$ cat src/sv/atrm_pkg.sv
`timescale 1ns / 1ps
// ---------------------------------------------------------------------------
// AT response matcher package
// Shared constants, response codes and back-end state type.
// ---------------------------------------------------------------------------
package atrm_pkg;

   // Default line store depth in bytes.
   localparam int STORE_DEPTH_DEF = 256;

   // Reset value of the payload signature register.
   localparam logic [47:0] SIG_RESET = 48'h536D_8C1A_1032;

   // Patterns, first byte most significant.
   localparam logic [47:0] PAT_READ = 48'h2B52_4541_443D;  // "+READ="
   localparam logic [47:0] PAT_ERR  = 48'h2B45_5252_4F52;  // "+ERROR"
   localparam logic [15:0] PAT_OK   = 16'h4F4B;            // "OK"

   localparam int HDR_LEN    = 6;
   localparam int OK_LEN     = 2;
   localparam int ERR_LEN    = 6;
   localparam int READ_TOTAL = 24;

   // Response codes.
   typedef enum logic [2:0] {
      RESP_NONE    = 3'd0,
      RESP_READ    = 3'd1,
      RESP_OK      = 3'd2,
      RESP_ERROR   = 3'd3,
      RESP_UNKNOWN = 3'd4
   } resp_type;

   // Back-end sequencer states.
   typedef enum logic [3:0] {
      B_IDLE,
      B_SCAN_RD,
      B_SCAN_CHK,
      B_SCAN_END,
      B_PAY_RD,
      B_PAY_CHK,
      B_MOVE_RD,
      B_MOVE_WR,
      B_RESULT
   } back_state_type;

endpackage

$ cat src/sv/atrm_ram.sv
`timescale 1ns / 1ps
// ---------------------------------------------------------------------------
// Generic RAM
// One write port and one read port with registered read data.
// ---------------------------------------------------------------------------
module atrm_ram #(
   parameter int WIDTH = 8,
   parameter int DEPTH = 256
) (
   input  logic                     clock,
   input  logic                     we,
   input  logic [$clog2(DEPTH)-1:0] waddr,
   input  logic [WIDTH-1:0]         wdata,
   input  logic [$clog2(DEPTH)-1:0] raddr,
   output logic [WIDTH-1:0]         rdata
);

   logic [WIDTH-1:0] mem_ff [DEPTH];
   logic [WIDTH-1:0] rdata_ff;

   // Storage array and registered read.
   always_ff @(posedge clock) begin
      if (we) begin
         mem_ff[waddr] <= wdata;
      end
      rdata_ff <= mem_ff[raddr];
   end

   assign rdata = rdata_ff;

endmodule

$ cat src/sv/atrm_fifo.sv
`timescale 1ns / 1ps
// ---------------------------------------------------------------------------
// Small FIFO
// Register-based queue used between the front end, back end and outputs.
// ---------------------------------------------------------------------------
module atrm_fifo #(
   parameter int WIDTH = 8,
   parameter int DEPTH = 2
) (
   input  logic             clock,
   input  logic             reset,
   input  logic             push,
   input  logic [WIDTH-1:0] push_data,
   output logic             full,
   input  logic             pop,
   output logic [WIDTH-1:0] pop_data,
   output logic             empty
);

   localparam int PW = $clog2(DEPTH);
   localparam int CW = $clog2(DEPTH + 1);

   logic [WIDTH-1:0] slot_ff [DEPTH];
   logic [PW-1:0]    wptr_ff, wptr_in, rptr_ff, rptr_in;
   logic [CW-1:0]    count_ff, count_in;
   logic             do_push, do_pop;

   assign full     = (count_ff == CW'(DEPTH));
   assign empty    = (count_ff == '0);
   assign do_push  = push && !full;
   assign do_pop   = pop && !empty;
   assign pop_data = slot_ff[rptr_ff];

   // Pointer and count update.
   always_comb begin
      wptr_in  = wptr_ff;
      rptr_in  = rptr_ff;
      count_in = count_ff;
      if (do_push) begin
         wptr_in = (wptr_ff == PW'(DEPTH - 1)) ? '0 : wptr_ff + 1'b1;
      end
      if (do_pop) begin
         rptr_in = (rptr_ff == PW'(DEPTH - 1)) ? '0 : rptr_ff + 1'b1;
      end
      if (do_push && !do_pop) begin
         count_in = count_ff + 1'b1;
      end else if (do_pop && !do_push) begin
         count_in = count_ff - 1'b1;
      end
   end

   always_ff @(posedge clock) begin
      if (reset) begin
         wptr_ff  <= '0;
         rptr_ff  <= '0;
         count_ff <= '0;
      end else begin
         wptr_ff  <= wptr_in;
         rptr_ff  <= rptr_in;
         count_ff <= count_in;
      end
   end

   // Slot storage.
   always_ff @(posedge clock) begin
      if (do_push) begin
         slot_ff[wptr_ff] <= push_data;
      end
   end

endmodule

$ cat src/sv/atrm_front.sv
`timescale 1ns / 1ps
// ---------------------------------------------------------------------------
// AT response matcher front end
// Stores received bytes, tracks the open chunk and issues analysis jobs.
// ---------------------------------------------------------------------------
module atrm_front
   import atrm_pkg::*;
#(
   parameter int STORE_DEPTH = STORE_DEPTH_DEF
) (
   input  logic                           clock,
   input  logic                           reset,
   input  logic                           req_push,
   input  logic [7:0]                     req_rx_byte,
   input  logic                           req_chunk_end,
   output logic                           req_full,
   output logic                           ram_we,
   output logic [$clog2(STORE_DEPTH)-1:0] ram_waddr,
   output logic [7:0]                     ram_wdata,
   output logic                           job_push,
   output logic [$clog2(STORE_DEPTH+1)-1:0] job_fill,
   input  logic                           done_valid,
   input  logic [$clog2(STORE_DEPTH+1)-1:0] done_fill
);

   localparam int AW = $clog2(STORE_DEPTH);
   localparam int CW = $clog2(STORE_DEPTH + 1);

   logic [CW-1:0] fill_ff, fill_in, pend_ff, pend_in, pend_inc;
   logic          busy_ff, busy_in;
   logic [CW:0]   pos, total;
   logic          accept;

   assign accept   = req_push && !busy_ff;
   assign req_full = busy_ff;
   assign pos      = {1'b0, fill_ff} + {1'b0, pend_ff};
   assign pend_inc = (pend_ff < CW'(STORE_DEPTH)) ? pend_ff + 1'b1 : pend_ff;
   assign total    = {1'b0, fill_ff} + {1'b0, pend_inc};

   // Byte write into the line store while it fits.
   assign ram_we    = accept && (pos < (CW + 1)'(STORE_DEPTH));
   assign ram_waddr = pos[AW-1:0];
   assign ram_wdata = req_rx_byte;

   // A chunk end commits or drops the store and hands off a job.
   assign job_push = accept && req_chunk_end;
   assign job_fill = (total < (CW + 1)'(STORE_DEPTH - 1)) ? total[CW-1:0] : '0;

   always_comb begin
      fill_in = fill_ff;
      pend_in = pend_ff;
      busy_in = busy_ff;
      if (accept) begin
         if (req_chunk_end) begin
            pend_in = '0;
            busy_in = 1'b1;
         end else begin
            pend_in = pend_inc;
         end
      end
      if (done_valid) begin
         fill_in = done_fill;
         busy_in = 1'b0;
      end
   end

   always_ff @(posedge clock) begin
      if (reset) begin
         fill_ff <= '0;
         pend_ff <= '0;
         busy_ff <= 1'b0;
      end else begin
         fill_ff <= fill_in;
         pend_ff <= pend_in;
         busy_ff <= busy_in;
      end
   end

endmodule

$ cat src/sv/atrm_back.sv
`timescale 1ns / 1ps
// ---------------------------------------------------------------------------
// AT response matcher back end
// Scans the committed line, checks read payloads and shifts out used bytes.
// ---------------------------------------------------------------------------
module atrm_back
   import atrm_pkg::*;
#(
   parameter int STORE_DEPTH = STORE_DEPTH_DEF
) (
   input  logic                             clock,
   input  logic                             reset,
   input  logic [47:0]                      signature,
   input  logic                             job_empty,
   input  logic [$clog2(STORE_DEPTH+1)-1:0] job_fill,
   output logic                             job_pop,
   output logic [$clog2(STORE_DEPTH)-1:0]   ram_raddr,
   input  logic [7:0]                       ram_rdata,
   output logic                             ram_we,
   output logic [$clog2(STORE_DEPTH)-1:0]   ram_waddr,
   output logic [7:0]                       ram_wdata,
   input  logic                             res_full,
   output logic                             res_push,
   output logic [2:0]                       res_code,
   output logic                             done_valid,
   output logic [$clog2(STORE_DEPTH+1)-1:0] done_fill
);

   localparam int AW        = $clog2(STORE_DEPTH);
   localparam int CW        = $clog2(STORE_DEPTH + 1);
   localparam int FULL_MARK = STORE_DEPTH * 3 / 4;

   back_state_type state_ff, state_in;
   logic [CW-1:0]  fill_ff, fill_in, idx_ff, idx_in, cons_ff, cons_in;
   logic [CW-1:0]  rd_off_ff, rd_off_in, ok_off_ff, ok_off_in, err_off_ff, err_off_in;
   logic           ok_hit_ff, ok_hit_in, err_hit_ff, err_hit_in, miss_ff, miss_in;
   logic [47:0]    win_ff, win_in;
   resp_type       code_ff, code_in;
   logic [47:0]    win_next;
   logic [CW-1:0]  rest, rd_off_new;
   logic [CW:0]    read_end;
   logic [2:0]     sel;
   logic [7:0]     want;

   assign win_next   = {win_ff[39:0], ram_rdata};
   assign rd_off_new = idx_ff - CW'(HDR_LEN - 1);
   assign read_end   = {1'b0, rd_off_new} + (CW + 1)'(READ_TOTAL);
   assign rest       = fill_ff - cons_ff;
   assign sel        = 3'(HDR_LEN - 1) - idx_ff[2:0];
   assign want       = signature[8 * sel +: 8];

   // Sequencer next state and datapath control.
   always_comb begin
      state_in   = state_ff;
      fill_in    = fill_ff;
      idx_in     = idx_ff;
      cons_in    = cons_ff;
      rd_off_in  = rd_off_ff;
      ok_off_in  = ok_off_ff;
      err_off_in = err_off_ff;
      ok_hit_in  = ok_hit_ff;
      err_hit_in = err_hit_ff;
      miss_in    = miss_ff;
      win_in     = win_ff;
      code_in    = code_ff;
      job_pop    = 1'b0;
      ram_raddr  = idx_ff[AW-1:0];
      ram_we     = 1'b0;
      ram_waddr  = idx_ff[AW-1:0];
      ram_wdata  = ram_rdata;
      res_push   = 1'b0;
      done_valid = 1'b0;
      case (state_ff)
         B_IDLE: begin
            if (!job_empty) begin
               job_pop    = 1'b1;
               fill_in    = job_fill;
               idx_in     = '0;
               win_in     = '0;
               ok_hit_in  = 1'b0;
               err_hit_in = 1'b0;
               miss_in    = 1'b0;
               code_in    = RESP_NONE;
               state_in   = B_SCAN_RD;
            end
         end
         B_SCAN_RD: begin
            if (idx_ff >= fill_ff) begin
               state_in = B_SCAN_END;
            end else begin
               state_in = B_SCAN_CHK;
            end
         end
         B_SCAN_CHK: begin
            if (ram_rdata == 8'h00) begin
               state_in = B_SCAN_END;
            end else if (win_next == PAT_READ) begin
               // Read header found: it wins over everything else.
               rd_off_in = rd_off_new;
               idx_in    = '0;
               if ({1'b0, fill_ff} >= read_end) begin
                  state_in = B_PAY_RD;
               end else begin
                  code_in  = RESP_NONE;
                  state_in = B_RESULT;
               end
            end else begin
               win_in = win_next;
               if (!ok_hit_ff && win_next[15:0] == PAT_OK) begin
                  ok_hit_in = 1'b1;
                  ok_off_in = idx_ff - CW'(OK_LEN - 1);
               end
               if (!err_hit_ff && win_next == PAT_ERR) begin
                  err_hit_in = 1'b1;
                  err_off_in = idx_ff - CW'(ERR_LEN - 1);
               end
               idx_in   = idx_ff + 1'b1;
               state_in = B_SCAN_RD;
            end
         end
         B_SCAN_END: begin
            idx_in   = '0;
            state_in = B_MOVE_RD;
            if (ok_hit_ff) begin
               code_in = RESP_OK;
               cons_in = ok_off_ff + CW'(OK_LEN);
            end else if (err_hit_ff) begin
               code_in = RESP_ERROR;
               cons_in = err_off_ff + CW'(ERR_LEN);
            end else if (fill_ff > CW'(FULL_MARK)) begin
               code_in = RESP_UNKNOWN;
               cons_in = fill_ff;
            end else begin
               code_in  = RESP_NONE;
               state_in = B_RESULT;
            end
         end
         B_PAY_RD: begin
            ram_raddr = AW'(rd_off_ff + CW'(HDR_LEN) + idx_ff);
            state_in  = B_PAY_CHK;
         end
         B_PAY_CHK: begin
            if (idx_ff == CW'(HDR_LEN - 1)) begin
               code_in  = (miss_ff || ram_rdata != want) ? RESP_UNKNOWN : RESP_READ;
               cons_in  = rd_off_ff + CW'(READ_TOTAL);
               idx_in   = '0;
               state_in = B_MOVE_RD;
            end else begin
               miss_in  = miss_ff || (ram_rdata != want);
               idx_in   = idx_ff + 1'b1;
               state_in = B_PAY_RD;
            end
         end
         B_MOVE_RD: begin
            // Copy the unconsumed tail down to the start of the store.
            ram_raddr = AW'(cons_ff + idx_ff);
            if (idx_ff >= rest) begin
               fill_in  = rest;
               state_in = B_RESULT;
            end else begin
               state_in = B_MOVE_WR;
            end
         end
         B_MOVE_WR: begin
            ram_we   = 1'b1;
            idx_in   = idx_ff + 1'b1;
            state_in = B_MOVE_RD;
         end
         B_RESULT: begin
            if (!res_full) begin
               res_push   = 1'b1;
               done_valid = 1'b1;
               state_in   = B_IDLE;
            end
         end
         default: begin
            state_in = B_IDLE;
         end
      endcase
   end

   assign res_code  = code_ff;
   assign done_fill = fill_ff;

   always_ff @(posedge clock) begin
      if (reset) begin
         state_ff <= B_IDLE;
      end else begin
         state_ff <= state_in;
      end
   end

   always_ff @(posedge clock) begin
      fill_ff    <= fill_in;
      idx_ff     <= idx_in;
      cons_ff    <= cons_in;
      rd_off_ff  <= rd_off_in;
      ok_off_ff  <= ok_off_in;
      err_off_ff <= err_off_in;
      ok_hit_ff  <= ok_hit_in;
      err_hit_ff <= err_hit_in;
      miss_ff    <= miss_in;
      win_ff     <= win_in;
      code_ff    <= code_in;
   end

   // The store is only written back during the tail copy.
   a_we_move: assert property (@(posedge clock) disable iff (reset)
      ram_we |-> state_ff == B_MOVE_WR)
      else $error("back end wrote the store outside the tail copy");

   // A finished job returns to idle in the next cycle.
   a_done_idle: assert property (@(posedge clock) disable iff (reset)
      done_valid |=> state_ff == B_IDLE)
      else $error("back end did not return to idle after a job");

   // Consumed bytes never exceed the committed fill.
   a_cons_fill: assert property (@(posedge clock) disable iff (reset)
      (state_ff == B_MOVE_RD) |-> cons_ff <= fill_ff)
      else $error("consumed count beyond fill length");

endmodule

$ cat src/sv/at_response_matcher.sv
`timescale 1ns / 1ps
// ---------------------------------------------------------------------------
// AT response matcher
// Collects UART bytes and reports the modem response found at chunk ends.
// ---------------------------------------------------------------------------
// A byte without the chunk end flag is accepted at once while req_full is
// low. A byte that ends a chunk starts an analysis pass, and req_full stays
// high until it finishes: the pass scans the stored bytes up to the first
// zero or the fill, checks a read payload, and shifts the unconsumed tail
// down after a match. The line store has a single read port. One response
// transaction comes out per chunk end.
module at_response_matcher
   import atrm_pkg::*;
#(
   parameter int STORE_DEPTH = STORE_DEPTH_DEF
) (
   input  logic        clock,
   input  logic        reset,
   input  logic        req_push,
   input  logic [7:0]  req_rx_byte,
   input  logic        req_chunk_end,
   output logic        req_full,
   output logic        rsp_empty,
   input  logic        rsp_pop,
   output logic [2:0]  rsp_response_code,
   input  logic        csr_write_enable,
   input  logic [47:0] csr_write_data
);

   localparam int AW = $clog2(STORE_DEPTH);
   localparam int CW = $clog2(STORE_DEPTH + 1);

   logic [47:0]   sig_ff;
   logic          f_we, b_we, ram_we;
   logic [AW-1:0] f_waddr, b_waddr, ram_waddr, ram_raddr;
   logic [7:0]    f_wdata, b_wdata, ram_wdata, ram_rdata;
   logic          job_push, job_pop, job_empty, job_full_unused;
   logic [CW-1:0] job_fill_in, job_fill_out, done_fill;
   logic          done_valid, res_push, res_full;
   logic [2:0]    res_code;

   // Signature register.
   always_ff @(posedge clock) begin
      if (reset) begin
         sig_ff <= SIG_RESET;
      end else if (csr_write_enable) begin
         sig_ff <= csr_write_data;
      end
   end

   atrm_front #(.STORE_DEPTH(STORE_DEPTH)) u_front (
      .clock, .reset, .req_push, .req_rx_byte, .req_chunk_end, .req_full,
      .ram_we(f_we), .ram_waddr(f_waddr), .ram_wdata(f_wdata),
      .job_push, .job_fill(job_fill_in), .done_valid, .done_fill
   );

   atrm_fifo #(.WIDTH(CW), .DEPTH(2)) u_job_q (
      .clock, .reset, .push(job_push), .push_data(job_fill_in),
      .full(job_full_unused), .pop(job_pop), .pop_data(job_fill_out),
      .empty(job_empty)
   );

   atrm_back #(.STORE_DEPTH(STORE_DEPTH)) u_back (
      .clock, .reset, .signature(sig_ff), .job_empty, .job_fill(job_fill_out),
      .job_pop, .ram_raddr, .ram_rdata, .ram_we(b_we), .ram_waddr(b_waddr),
      .ram_wdata(b_wdata), .res_full, .res_push, .res_code, .done_valid,
      .done_fill
   );

   // The front end writes only while no job is open, the back end only during one.
   assign ram_we    = f_we | b_we;
   assign ram_waddr = b_we ? b_waddr : f_waddr;
   assign ram_wdata = b_we ? b_wdata : f_wdata;

   atrm_ram #(.WIDTH(8), .DEPTH(STORE_DEPTH)) u_store (
      .clock, .we(ram_we), .waddr(ram_waddr), .wdata(ram_wdata),
      .raddr(ram_raddr), .rdata(ram_rdata)
   );

   atrm_fifo #(.WIDTH(3), .DEPTH(2)) u_rsp_q (
      .clock, .reset, .push(res_push), .push_data(res_code), .full(res_full),
      .pop(rsp_pop), .pop_data(rsp_response_code), .empty(rsp_empty)
   );

endmodule
$ cat config.mk
export PLATFORM = sky130hd
export DESIGN_NAME = at_response_matcher
export DESIGN_NICKNAME = d
export VERILOG_FILES = /design/src/sv/atrm_pkg.sv /design/src/sv/atrm_ram.sv /design/src/sv/atrm_fifo.sv /design/src/sv/atrm_front.sv /design/src/sv/atrm_back.sv /design/src/sv/at_response_matcher.sv
export SDC_FILE = /design/constraint.sdc
export NUM_CORES = 2
export LEC_CHECK = 0
export ABC_AREA = 1
export BUFFER_PORTS_ARGS = -buffer_cell sky130_fd_sc_hd__buf_2
export CORE_MARGIN = 4
export CORE_UTILIZATION = 55
export CTS_BUF_LIST = sky130_fd_sc_hd__clkbuf_4
export DETAILED_ROUTE_END_ITERATION = 8
export GPL_TIMING_DRIVEN = 0
export PLACE_DENSITY_LB_ADDON = 0.05
export REMOVE_ABC_BUFFERS = 1
export SETUP_SLACK_MARGIN = 0.4
export SLEW_MARGIN = 0
export SYNTH_ARGS = -nofsm -noshare
export SYNTH_HDL_FRONTEND = slang
export SYNTH_SLANG_ARGS = --single-unit
$ cat constraint.sdc
create_clock -name clock -period 23.1 [get_ports clock]
set_input_delay 1.155 -clock clock [delete_from_list [all_inputs] [get_ports clock]]
set_output_delay 1.155 -clock clock [all_outputs]
set_load 0.05 [all_outputs]
==> summary.md <==
| Metric | Value |
|---|---|
| Setup crit start | u_back.idx_ff[1] |
| Pre-CTS WS | 15.85 ns |
| Fillers | 14.7k |
| Post-synthesis simple-gate area fraction | 19.8% |
| Reg clk slew, reported paths | around 0.070 ns |
| Rel. slew slack | 0.834% |
| Clock Latency Late Sink | 1.41 ns |
| CTS Sinks | 2261 |
| Area leader, netlist | edfxtp_1 |
| Gr usage total | 28.1% |
| Critical Path RT | between 20 and 25 ns |
| Failing checks | capacitance limit |
| Detailed Place HPWL | 171000 microns |
| CP arrival | about 8.6 ns |
| Worst setup margin | 15.77 ns |
| Dominant synthesized flop cell | edfxtp_1 |
| Pre-Repair DR Iteration Count | 6 |
| Total power per unit cell area | between 100 and 150 nW/um^2 |
| Critical path type | register to register |
| Vias | approximately 70k |
| Reg-to-Reg End | u_store.rdata[2] |
| Routed Wire Length | between 200000 and 300000 microns |
| Initial Util | 55.5% |
| DRT iter0 DRCs | 6982 |
| # setup viols final | 0 |
| Tmin final | around 7.3 ns |
| Placer Congestion | 0.883 |
| Status | finished with violations |
| RSZ-0062 raised after global routing | false |
| Synth top cells by count | nand2_1 (2411), edfxtp_1 (2172), nand3_1 (1593) |
| Mapped Area | 101000 sq um |
| CTS resizes | 0 |
| Maximum VDD drop | 0.000109 V |
| Antenna Nets Post-Route | 0 |
| Area share of the largest cell type after synthesis | between 60% and 70% |
| Main combinational cell family by area after synthesis | simple AND/OR/NAND/NOR gates |
| Syn Inst Count | 9812 |
| Core area | 181000 sq um |
| P_leak | 46.6 nW |
| EDFF count, synth | 2172 |
| Routed len/inst | 20.9 microns |
| H-Tree Depth | 6 |
| Number of global-route vias before repair | a little under 70k |
| Synth Warn # | 0 |
| DIE AREA | between 150000 and 200000 sq um |
| Synth Area in XOR/XNOR | 0.505% |
| Final Hold Fails | 0 |
| I/O pin count | 67 |
| Inst Count DP | 11.9k |
| Crit end category | register |
| Most common cell in the netlist | nand2_1 |
| Final nets | 10.3k |
| Slew Viols, Final | 0 |
| Post-DP Area | 106000 sq um |
| Die Width | 435 microns |
| Die H | 435 microns |
| # rows | 156 |
| Fraction of layout cells with a size suffix above 1 | 11.5% |
| Final Skew | 0.0927 ns |
| Number of remaining DRC errors | 0 |
| Crit-path max FO | 94 |
| Unique masters post-synth | 48 |
| Remaining global-route overflow | 0 |
| Final cell count without fillers | 13.0k |
| Port bufs | 66 |
| FF/Latch Area | 67000 sq um |
| Final cycle utilization of the critical path | 31.7% |
| Util after Layout | a little over three fifths |
| HP Class | input port to register |
| Avg Cell Area, Syn | between 10 and 15 sq um |
| Number of max-cap violations | 1 |
| Type of origin of the critical path | register |
| FFs w/ async S/R, synth | 0% |
| Compound-Gate Fraction of Synth Area | 3.58% |
| Final instance area | ~110000 sq um |
| Via-per-instance ratio | 5.45 |
| P&R area growth vs syn | 13.0% |
| Total CTS buffers | between 600 and 700 |
| Slew @ Worst Pin | ~1.5 ns |
| CTS tree | done |
| Multiplexer share of the synthesized area | less than 1% |
| First-pass GRT wire length | 407000 microns |
| Ranking of synthesized cells by area | edfxtp_1 (65%), nand2_1 (9.0%), nand3_1 (7.9%) |
| FF-to-FF path depth | 19 |
| Clk buf depth | 4 |
| CP Capture Point | u_store.rdata[2] |
| Area of the multi-input gates | 25500 sq um |
| Hold_ws | 0.168 ns |
| Root buffer selected by CTS | clkbuf_4 |
| Highest clock rate | 136 MHz |
| Largest net degree at the start of global routing | 124 |
| Reg-to-reg startpoint | u_back.idx_ff[1] |
| Flop-to-flop setup slack | 15.77 ns |
| Initial antenna violation count | 5 |
| Post-synthesis sequential area ratio | 66.7% |
| Adder-Cell Fraction of Synth Area | ~1.2% |
| Synthesis-stage register bit count | 2261 |
-- state kept, by name (all words and copies together) (netlist names), 2 cells and up, named ones only --
signal             cells
sig_ff                48
u_back.cons_ff         9
u_back.done_fill       9
u_back.err_off_ff      9
u_back.idx_ff          9
u_back.ok_off_ff       9
u_back.rd_off_ff       9
u_back.res_code        3
u_back.state_ff        4
u_back.win_ff         40
u_front.fill_ff        9
u_front.pend_ff        9
u_job_q.count_ff       2
u_job_q.slot_ff       18
u_rsp_q.count_ff       2
u_rsp_q.slot_ff        6
u_store.mem_ff      2048
u_store.rdata          8
-- cell type report --
class | instances | area share (%)
well taps | 2370 | 2.61
diodes | 11 | 0.0242
inverters | 1558 | 5.16
clock inverters | 132 | 0.648
multi-input cells | 5462 | 22.5
flip-flops and latches | 2261 | 59.0
repair buffers | 297 | 4.21
clock buffers | 883 | 5.84
-- through the flow --
stage,TNS [ns],power (mW)
finish,0,13.1
global route,0,13.8
CTS,0,13.1
detailed placement,0,9.66
global placement,-,11.7
floorplan,-8.32,9.28
-- what timing repair did --
item	in CTS	in global routing
setup endpoints to repair	0	0
endpoints found under the hold margin	49	0
hold buffers	50	0
buffers inserted	0	0
-- power by group --
group	total (mW)	internal, mW	switching, mW
logic	4.91	1.50	3.41
registers	4.73	4.63	0.104
clock network	3.45	1.83	1.62
total	13.1	7.95	5.14
-- kinds of logic after synthesis --
family / after synthesis
AOI/OAI and AO/OA: 628
xor gates and xnor gates: 58
adders and majority gates: 92
buffers and inverters: 2090
DFF: 2261
muxes: 7
other: 1
and+or+nand+nor: 4675
-- routing by layer --
layer  part of all wire (%)  vias to the layer above  track usage (%)
met5                 0.0030                        -                0
met2                     46                     2935             43.9
met4                    4.0                        2             12.3
met3                    8.3                      572             5.87
li1                       -                    33793                -
met1                     42                    33349             38.4
-- critical path, cell delays in order (launching register included) --
cell,delay [ns]
edfxtp_1,0.97
clkinv_1,1.02
ha_1,0.63
inv_1,0.04
ha_1,0.27
nand3_1,0.07
nand2_1,0.13
nand2_4,0.40
inv_8,0.62
buf_16,0.36
buf_16,0.34
buf_16,0.40
o211ai_1,0.18
nand3_1,0.14
nand3_1,0.14
nand3_1,0.22
nand3_1,0.30
nand3_1,0.28
nand3_1,0.29
nand2_1,0.16
-- cells in the final DEF, fill, tap and decap left out, drive strengths merged, types with 8 or more instances in the layout --
master / count
bufinv: 8
clkinv: 114
o21ai: 355
nor3: 19
buf: 247
o22ai: 10
diode: 11
dfxtp: 89
xnor2: 20
nand3: 1595
clkbuf: 883
inv: 1564
a21oi: 92
ha: 87
dlygate4sd3: 50
nor2: 522
o211ai: 143
or2: 10
nand4: 94
edfxtp: 2172
xor2: 38
nor4: 17
nand2: 2412
-- worst min-delay path by stage --
stage	from	to	cells past startpoint
after detailed placement	sig_ff[46]	sig_ff[46]	2
final	req_chunk_end	u_front.pend_ff[8]	4
after global routing	reset	u_front.pend_ff[2]	2
after global placement	u_back.res_code[1]	u_rsp_q.slot_ff[0][1]	0
after floorplan	u_back.res_code[0]	u_rsp_q.slot_ff[0][0]	0
after CTS	reset	u_front.pend_ff[6]	2
Note: power is estimated with default switching activity, not from simulation.
